[src/sv/sobe_pkg.sv]
`timescale 1ns / 1ps
// ---------------------------------------------------------------------------
// SNTP offset bound estimator package
// Types and constants shared by the estimator modules.
// ---------------------------------------------------------------------------
package sobe_pkg;

   localparam int unsigned TIME_W   = 64;
   localparam int unsigned COUNT_W  = 8;
   localparam int unsigned STATUS_W = 3;
   localparam int unsigned CSR_IDX_W = 8;

   // Offset bias in whole seconds; shifted into the 32.32 integer part.
   localparam logic [31:0] BIAS_SECONDS = 32'd1072224000;
   localparam logic [TIME_W-1:0] SNTP_BIAS   = {BIAS_SECONDS, 32'h0};
   localparam logic [TIME_W-1:0] UPPER_RESET = {BIAS_SECONDS[30:0], 33'h0};
   localparam logic [TIME_W-1:0] ERR_LIMIT_RESET = 64'd429496730;

   localparam logic [7:0] VERSION_MASK = 8'd56;
   localparam logic [7:0] MODE_MASK    = 8'd7;
   localparam logic [7:0] MODE_SYM_PASSIVE = 8'd2;
   localparam logic [7:0] MODE_SERVER      = 8'd4;

   localparam logic [STATUS_W-1:0] ST_ACCEPTED = 3'd0;
   localparam logic [STATUS_W-1:0] ST_REJECTED = 3'd1;
   localparam logic [STATUS_W-1:0] ST_OK       = 3'd2;
   localparam logic [STATUS_W-1:0] ST_FORCED   = 3'd3;
   localparam logic [STATUS_W-1:0] ST_REFUSED  = 3'd4;
   localparam logic [STATUS_W-1:0] ST_NONE     = 3'd5;

   localparam logic [CSR_IDX_W-1:0] CSR_ERR_LIMIT    = 8'd0;
   localparam logic [CSR_IDX_W-1:0] CSR_FORCE_OUTPUT = 8'd1;

   // State-independent terms of one transaction, held in the input register.
   typedef struct packed {
      logic              finish;
      logic              reply_ok;
      logic [TIME_W:0]   rx_sum;
      logic [TIME_W:0]   tx_sum;
      logic [TIME_W-1:0] t_send;
      logic [TIME_W-1:0] t_recv;
      logic [TIME_W-1:0] up_cand;
      logic [TIME_W-1:0] lo_cand;
      logic [TIME_W:0]   recv_up;
   } sobe_prep_type;

   typedef struct packed {
      logic                 we;
      logic [CSR_IDX_W-1:0] index;
      logic [TIME_W-1:0]    data;
   } sobe_csr_type;

endpackage

[src/sv/sobe_prep.sv]
`timescale 1ns / 1ps
// ---------------------------------------------------------------------------
// SNTP offset bound estimator input stage
// Validates the reply and forms the bias-adjusted sums and bound candidates,
// then registers them.
// ---------------------------------------------------------------------------
module sobe_prep
   import sobe_pkg::*;
(
   input  logic              clock,
   input  logic              load,
   input  logic              req_type,
   input  logic [TIME_W-1:0] t_send,
   input  logic [TIME_W-1:0] t_server_rx,
   input  logic [TIME_W-1:0] t_server_tx,
   input  logic [TIME_W-1:0] t_recv,
   input  logic [7:0]        header_byte,
   input  logic [TIME_W-1:0] echoed_origin,
   output sobe_prep_type     prep_ff
);

   sobe_prep_type prep_in;
   logic [7:0]    mode;

   always_comb begin
      mode             = header_byte & MODE_MASK;
      prep_in.finish   = req_type;
      prep_in.reply_ok = (mode inside {MODE_SYM_PASSIVE, MODE_SERVER}) &&
                         ((header_byte & VERSION_MASK) != 8'd0) &&
                         (echoed_origin == t_send);
      prep_in.rx_sum   = {1'b0, t_server_rx} + {1'b0, SNTP_BIAS};
      prep_in.tx_sum   = {1'b0, t_server_tx} + {1'b0, SNTP_BIAS};
      prep_in.t_send   = t_send;
      prep_in.t_recv   = t_recv;
      prep_in.up_cand  = prep_in.rx_sum[TIME_W-1:0] - t_send;
      prep_in.lo_cand  = prep_in.tx_sum[TIME_W-1:0] - t_recv;
      // Receive time plus the upper bound as it would be after this reply.
      prep_in.recv_up  = {1'b0, t_recv} + {1'b0, prep_in.up_cand};
   end

   always_ff @(posedge clock) begin
      if (load) begin
         prep_ff <= prep_in;
      end
   end

endmodule

[src/sv/sobe_core.sv]
`timescale 1ns / 1ps
// ---------------------------------------------------------------------------
// SNTP offset bound estimator core
// Holds the bracket, the success count and the configuration, narrows the
// bracket per exchange and forms the report on finish.
// ---------------------------------------------------------------------------
module sobe_core
   import sobe_pkg::*;
(
   input  logic                clock,
   input  logic                reset,
   input  logic                fire,
   input  sobe_prep_type       prep,
   input  sobe_csr_type        csr,
   output logic [STATUS_W-1:0] status_ff,
   output logic [TIME_W-1:0]   offset_ff,
   output logic [TIME_W-1:0]   spread_ff,
   output logic [COUNT_W-1:0]  total_ff
);

   logic [TIME_W-1:0]  lower_ff, lower_in;
   logic [TIME_W-1:0]  upper_ff, upper_in;
   logic [COUNT_W-1:0] count_ff, count_in;
   logic [TIME_W-1:0]  err_limit_ff;
   logic               force_ff;

   logic [STATUS_W-1:0] status_in;
   logic [TIME_W-1:0]   offset_in;
   logic [TIME_W-1:0]   spread_in;
   logic [COUNT_W-1:0]  total_in;

   logic [TIME_W:0]    send_lo, send_hi, recv_lo, recv_hi;
   logic               rx_hit, tx_hit;
   logic [TIME_W-1:0]  upper_new, lower_new;
   logic [COUNT_W-1:0] count_inc;
   logic [TIME_W-1:0]  spread;
   logic [TIME_W:0]    bound_sum;
   logic [TIME_W-1:0]  midpoint;

   always_comb begin
      send_lo = {1'b0, prep.t_send} + {1'b0, lower_ff};
      send_hi = {1'b0, prep.t_send} + {1'b0, upper_ff};
      rx_hit  = (prep.rx_sum < send_hi) && !(prep.rx_sum < send_lo);
      upper_new = rx_hit ? prep.up_cand : upper_ff;

      // The transmit-side window uses the upper bound after the receive test.
      recv_lo = {1'b0, prep.t_recv} + {1'b0, lower_ff};
      recv_hi = rx_hit ? prep.recv_up : ({1'b0, prep.t_recv} + {1'b0, upper_ff});
      tx_hit  = (prep.tx_sum < recv_hi) && !(prep.tx_sum < recv_lo);
      lower_new = tx_hit ? prep.lo_cand : lower_ff;

      count_inc = (count_ff == {COUNT_W{1'b1}}) ? count_ff : count_ff + 1'b1;

      spread    = (upper_ff < lower_ff) ? lower_ff - upper_ff : upper_ff - lower_ff;
      bound_sum = {1'b0, upper_ff} + {1'b0, lower_ff};
      midpoint  = bound_sum[TIME_W:1];

      lower_in  = lower_ff;
      upper_in  = upper_ff;
      count_in  = count_ff;
      status_in = ST_REJECTED;
      offset_in = '0;
      spread_in = '0;
      total_in  = count_ff;

      if (prep.finish) begin
         lower_in = '0;
         upper_in = UPPER_RESET;
         count_in = '0;
         if (count_ff == '0) begin
            status_in = ST_NONE;
         end else begin
            spread_in = spread;
            if (spread > err_limit_ff) begin
               if (force_ff) begin
                  status_in = ST_FORCED;
                  offset_in = midpoint - SNTP_BIAS;
               end else begin
                  status_in = ST_REFUSED;
               end
            end else begin
               status_in = ST_OK;
               offset_in = midpoint - SNTP_BIAS;
            end
         end
      end else if (prep.reply_ok) begin
         lower_in  = lower_new;
         upper_in  = upper_new;
         count_in  = count_inc;
         status_in = ST_ACCEPTED;
         total_in  = count_inc;
      end
   end

   always_ff @(posedge clock) begin
      if (reset) begin
         lower_ff     <= '0;
         upper_ff     <= UPPER_RESET;
         count_ff     <= '0;
         err_limit_ff <= ERR_LIMIT_RESET;
         force_ff     <= 1'b0;
      end else begin
         if (fire) begin
            lower_ff <= lower_in;
            upper_ff <= upper_in;
            count_ff <= count_in;
         end
         if (csr.we) begin
            case (csr.index)
               CSR_ERR_LIMIT:    err_limit_ff <= csr.data;
               CSR_FORCE_OUTPUT: force_ff     <= csr.data[0];
               default: ;
            endcase
         end
      end
   end

   always_ff @(posedge clock) begin
      if (fire) begin
         status_ff <= status_in;
         offset_ff <= offset_in;
         spread_ff <= spread_in;
         total_ff  <= total_in;
      end
   end

endmodule

[src/sv/sntp_offset_bound_estimator.sv]
`timescale 1ns / 1ps
// ---------------------------------------------------------------------------
// SNTP offset bound estimator
// Narrows a bracket around the clock offset from SNTP exchanges and reports
// the offset estimate and its uncertainty when a series is finished.
// ---------------------------------------------------------------------------
// The block takes one transaction per clock cycle unless a result stalls on
// rsp_tready, and returns exactly one result transaction for each once the
// result side is ready. The input register holds the reply check and the
// bias-adjusted sums; the core then updates the bracket registers and loads
// the result register, and the bracket state feeding its own update with no
// further register is what sets the rate. A stalled result still lets a
// request into the input register if it is empty. Configuration writes are
// always taken (csr_ready is tied high) and should only be issued while idle.
// ---------------------------------------------------------------------------
module sntp_offset_bound_estimator
   import sobe_pkg::*;
(
   input  logic         clock,
   input  logic         reset,

   input  logic         req_tvalid,
   output logic         req_tready,
   // t_send[63:0], t_server_rx[127:64], t_server_tx[191:128], t_recv[255:192],
   // header_byte[263:256], echoed_origin[327:264]
   input  logic [327:0] req_tdata,
   // req_type[0]
   input  logic [0:0]   req_tuser,

   output logic         rsp_tvalid,
   input  logic         rsp_tready,
   // offset_estimate[63:0] (signed), uncertainty[127:64], success_total[135:128]
   output logic [135:0] rsp_tdata,
   // status[2:0]
   output logic [2:0]   rsp_tuser,

   input  logic                 csr_valid,
   output logic                 csr_ready,
   input  logic [CSR_IDX_W-1:0] csr_index,
   input  logic [TIME_W-1:0]    csr_data
);

   logic s1_valid_ff, s1_valid_in;
   logic rsp_valid_ff, rsp_valid_in;
   logic advance, load, fire;

   sobe_prep_type       prep;
   sobe_csr_type        csr;
   logic [STATUS_W-1:0] status;
   logic [TIME_W-1:0]   offset;
   logic [TIME_W-1:0]   spread;
   logic [COUNT_W-1:0]  total;

   always_comb begin
      advance      = !rsp_valid_ff || rsp_tready;
      req_tready   = !s1_valid_ff || advance;
      load         = req_tvalid && req_tready;
      fire         = s1_valid_ff && advance;
      s1_valid_in  = load ? 1'b1 : (advance ? 1'b0 : s1_valid_ff);
      rsp_valid_in = advance ? s1_valid_ff : rsp_valid_ff;
      csr.we       = csr_valid;
      csr.index    = csr_index;
      csr.data     = csr_data;
   end

   always_ff @(posedge clock) begin
      if (reset) begin
         s1_valid_ff  <= 1'b0;
         rsp_valid_ff <= 1'b0;
      end else begin
         s1_valid_ff  <= s1_valid_in;
         rsp_valid_ff <= rsp_valid_in;
      end
   end

   sobe_prep u_prep (
      .clock         (clock),
      .load          (load),
      .req_type      (req_tuser[0]),
      .t_send        (req_tdata[63:0]),
      .t_server_rx   (req_tdata[127:64]),
      .t_server_tx   (req_tdata[191:128]),
      .t_recv        (req_tdata[255:192]),
      .header_byte   (req_tdata[263:256]),
      .echoed_origin (req_tdata[327:264]),
      .prep_ff       (prep)
   );

   sobe_core u_core (
      .clock     (clock),
      .reset     (reset),
      .fire      (fire),
      .prep      (prep),
      .csr       (csr),
      .status_ff (status),
      .offset_ff (offset),
      .spread_ff (spread),
      .total_ff  (total)
   );

   assign csr_ready  = 1'b1;
   assign rsp_tvalid = rsp_valid_ff;
   assign rsp_tuser  = status;
   assign rsp_tdata  = {total, spread, offset};

endmodule

[config.mk]
export PLATFORM = sky130hd
export DESIGN_NAME = sntp_offset_bound_estimator
export DESIGN_NICKNAME = d
export VERILOG_FILES = /design/src/sv/sobe_pkg.sv /design/src/sv/sobe_prep.sv /design/src/sv/sobe_core.sv /design/src/sv/sntp_offset_bound_estimator.sv
export SDC_FILE = /design/constraint.sdc
export NUM_CORES = 2
export LEC_CHECK = 0
export CELL_PAD_IN_SITES_DETAIL_PLACEMENT = 1
export CELL_PAD_IN_SITES_GLOBAL_PLACEMENT = 2
export CORE_MARGIN = 2
export CORE_UTILIZATION = 44
export DETAILED_ROUTE_END_ITERATION = 12
export DONT_BUFFER_PORTS = 1
export PLACE_DENSITY = 0.83
export SYNTH_ARGS = -nofsm -noshare
export SYNTH_HDL_FRONTEND = slang
export SYNTH_SLANG_ARGS = --single-unit
[constraint.sdc]
create_clock -name clock -period 26.6 [get_ports clock]
set_clock_uncertainty 0.15 [all_clocks]
set_input_delay 5.32 -clock clock [delete_from_list [all_inputs] [get_ports clock]]
set_output_delay 5.32 -clock clock [all_outputs]
set_load 0.005 [all_outputs]
==> results.tsv <==
metric	value	unit
most repeated cell in the gate-level netlist after synthesis	sky130_fd_sc_hd__ha_1	
weighted congestion at the end of routability-driven global placement	1.00	
Pins Over Slew Limit	0	
dominant register cell in the synthesized netlist	sky130_fd_sc_hd__edfxtp_1	
Max stage delay on crit path	760	ps
hold bufs inserted after CTS	0	
Tightest Hold Check Type	flip-flop to flip-flop	
CP arrival	13150	ps
number of hold violations in the final report	0	
area delta synth->final	8.28	%
clock root buffer	sky130_fd_sc_hd__clkbuf_16	
aggregate routed wire length	277000	µm
synth top area cells	sky130_fd_sc_hd__edfxtp_1, sky130_fd_sc_hd__ha_1, sky130_fd_sc_hd__a21oi_1, sky130_fd_sc_hd__dfxtp_1, sky130_fd_sc_hd__xnor2_1	
upper clock frequency limit	79.1	MHz
clock transition at the register clock pins on the worst setup and hold paths after CTS	60	ps
overall via count from detail_route	62500	
antenna violations before repair	34	
post-CTS resize count	0	
Skew-Pair Late Insertion Delay	750	ps
iteration-0 DRC count of the detailed router	5032	
buffers inserted during post-CTS setup optimization	0	
number of vias per cell after detailed routing	6.13	
share of flip-flops with an asynchronous set or reset after synthesis	0	
Max VDD drop	0.0000535	V
grt total ovfl	0	
width of the die	405	µm
post-synthesis register bit count	795	
largest fanout on the critical path	60	
time the worst path needs with I/O delays and setup	12640	ps
number of detailed-routing iterations run before antenna repair	6	
final setup violation count	0	
largest net degree at the start of global routing	142	
number of flops mapped to enable cells by yosys	592	
cell count after synthesis	8058	
final layout net count	9386	
I/O pin count	548	
total nets after synthesis	9436	
combined area of all synthesized cells	70700	µm²
mean instance size in the synthesized netlist	8.78	µm²
number of distinct standard cells referenced by the synthesized netlist	103	
clock tree from TritonCTS	built	
cell family contributing the most delay on the critical path	compound AO/OA/AOI/OAI gates	
Critical Path Stages	47	
logic depth of the worst register-to-register path	47	
setup_tns	0	ps
total power	4.28	mW
detailed-placement wirelength estimate	233000	µm
core area	160000	µm²
fin util	0.479	
H-tree levels	3	
Worst Max-Slew Pin Slew	1130	ps
kind of critical path	flip-flop to flip-flop	
CP max-delay cell	sky130_fd_sc_hd__dfxtp_1	
global-route wire length before repair	402000	µm
Syn. warnings	0	
Antenna Nets Post-Route	0	
fraction of final layout cells sized beyond drive strength 1	0.0418	
area share of the largest cell type after synthesis	0.251	
result of the run	completed	
sum of buffers and inverters on the critical path	4	
via count of the first global-routing pass	62800	
Pwr Density	55.9	nW/µm²
setup repair after global routing missed its margin	false	
type of origin of the critical path	flip-flop	
Inserted Clock Buffers	96	
worst rel slew slack	0.241	
Max clock buf depth	3	
crit share post-route	0.475	
reported max-cap violation count	0	
Die Y	405	µm
required time worst endpoint	27110	ps
leading area contributor after synthesis	sky130_fd_sc_hd__edfxtp_1	
number of cells on the worst hold path	2	
number of port buffers	0	
number of design rule violations left after detail routing	0	
most used cell along the critical path	sky130_fd_sc_hd__o21ai_0	
num rows	147	
CP endpoint kind	flip-flop	
# clock sinks	795	
most common library cells after synthesis	sky130_fd_sc_hd__ha_1, sky130_fd_sc_hd__a21oi_1, sky130_fd_sc_hd__nand2_1	
Overall Global Routing Usage	0.328	
leakage power total	33.0	nW
portion of the post-synthesis area used by sequential elements	0.309	
starting density of the core	0.442	
routed wire length per instance	27.1	µm
die outline area	164000	µm²
layout by cell type (no fill, tap or decap), types with 36 or more instances in the layout:
cell,netlist,routed
sky130_fd_sc_hd__ha_1,962,962
sky130_fd_sc_hd__a21oi_1,937,936
sky130_fd_sc_hd__nand2_1,663,663
sky130_fd_sc_hd__edfxtp_1,592,592
sky130_fd_sc_hd__nor2_1,554,551
sky130_fd_sc_hd__inv_1,520,520
sky130_fd_sc_hd__a21o_1,436,436
sky130_fd_sc_hd__xnor2_1,414,414
sky130_fd_sc_hd__o21ai_0,395,395
sky130_fd_sc_hd__xor2_1,220,220
sky130_fd_sc_hd__dfxtp_1,203,203
sky130_fd_sc_hd__o21bai_1,177,177
sky130_fd_sc_hd__nand3_1,142,142
sky130_fd_sc_hd__nand4_1,141,141
sky130_fd_sc_hd__nor2b_1,139,139
sky130_fd_sc_hd__nor3_1,134,134
sky130_fd_sc_hd__nand2b_1,115,114
sky130_fd_sc_hd__clkbuf_16,0,98
sky130_fd_sc_hd__mux2i_1,97,97
sky130_fd_sc_hd__buf_4,2,92
sky130_fd_sc_hd__a31oi_1,67,67
sky130_fd_sc_hd__and3_1,64,64
sky130_fd_sc_hd__o21a_1,62,62
sky130_fd_sc_hd__a211oi_1,59,59
sky130_fd_sc_hd__nand3b_1,57,57
sky130_fd_sc_hd__nor4_1,56,54
sky130_fd_sc_hd__and3b_1,44,44
sky130_fd_sc_hd__o31ai_1,43,43
sky130_fd_sc_hd__a221oi_1,36,36
tightest hold or removal path, stage by stage (launching register included):
cell and delay [ps]:
sky130_fd_sc_hd__dfxtp_1 310, sky130_fd_sc_hd__nand2_1 50, sky130_fd_sc_hd__a21oi_1 50
kinds of logic (layout without fill, tap and decap cells):
family,after synthesis,count (layout),synth area share
fa+ha+maj,972,972,0.173
simple gates,2251,2251,0.156
xor+xnor,635,635,0.0787
compound gates,2533,2533,0.227
other cells,1,32,0.0000530
buf+inv,772,805,0.0418
mux,99,99,0.0140
flops,795,795,0.309
power by group:
group          total, mW  leakage [nW]  switching [mW]  internal (mW)
registers           1.54          7.41          0.0647           1.48
clock network       1.38          1.60           0.592          0.793
logic               1.36          24.0           0.834          0.523
layout make-up:
class | instances | area, µm²
repair buffers | 93 | 711
clock buffers | 117 | 2540
multi-input cells | 6491 | 46000
well taps | 2086 | 2610
diodes | 31 | 77.6
flip-flops and latches | 795 | 21800
inverters | 531 | 2000
fillers | 18700 | 83400
clock inverters | 64 | 796
worst paths after layout:
path | startpoint | endpoint | slack [ps]
worst max-delay path | u_core.upper_ff[1] | u_core.lower_ff[58] | 13960
worst min-delay path | u_core.err_limit_ff[21] | u_core.err_limit_ff[21] | 310
worst min register to register | u_core.err_limit_ff[21] | u_core.err_limit_ff[21] | 310
worst max register to register | u_core.upper_ff[1] | u_core.lower_ff[58] | 13960
per-stage QoR:
| stage | hold slack (ps) | instances | worst slack [ps] | cell area [µm²] |
|---|---|---|---|---|
| 2_1_floorplan | 286 | 8058 | 9890 | 70700 |
| 6_report | 305 | 10200 | 13960 | 76600 |
| 3_3_place_gp | 293 | 9996 | 13860 | 73200 |
| 3_5_place_dp | 298 | 9996 | 13780 | 73200 |
| 4_1_cts | 306 | 10200 | 13880 | 76500 |
| 5_1_grt | 322 | 10200 | 13030 | 76500 |
per-layer routing:
| metal | track usage | wire length (µm) |
|---|---|---|
| met5 | 0 | 211 |
| met4 | 0.0995 | 8830 |
| met3 | 0.0790 | 26300 |
| met2 | 0.476 | 112000 |
| met1 | 0.477 | 130000 |
sequential cells by signal (all words and copies together) (netlist names):
signal	count
u_core.status_ff	3
rsp_tvalid	1
u_core.upper_ff	64
u_core.err_limit_ff	64
u_core.lower_ff	64
u_prep.prep_ff	453
u_core.total_ff	8
u_core.offset_ff	64
u_core.count_ff	8
u_core.force_ff	1
s1_valid_ff	1
u_core.spread_ff	64
No activity file was read; power rests on OpenSTA's default activity.
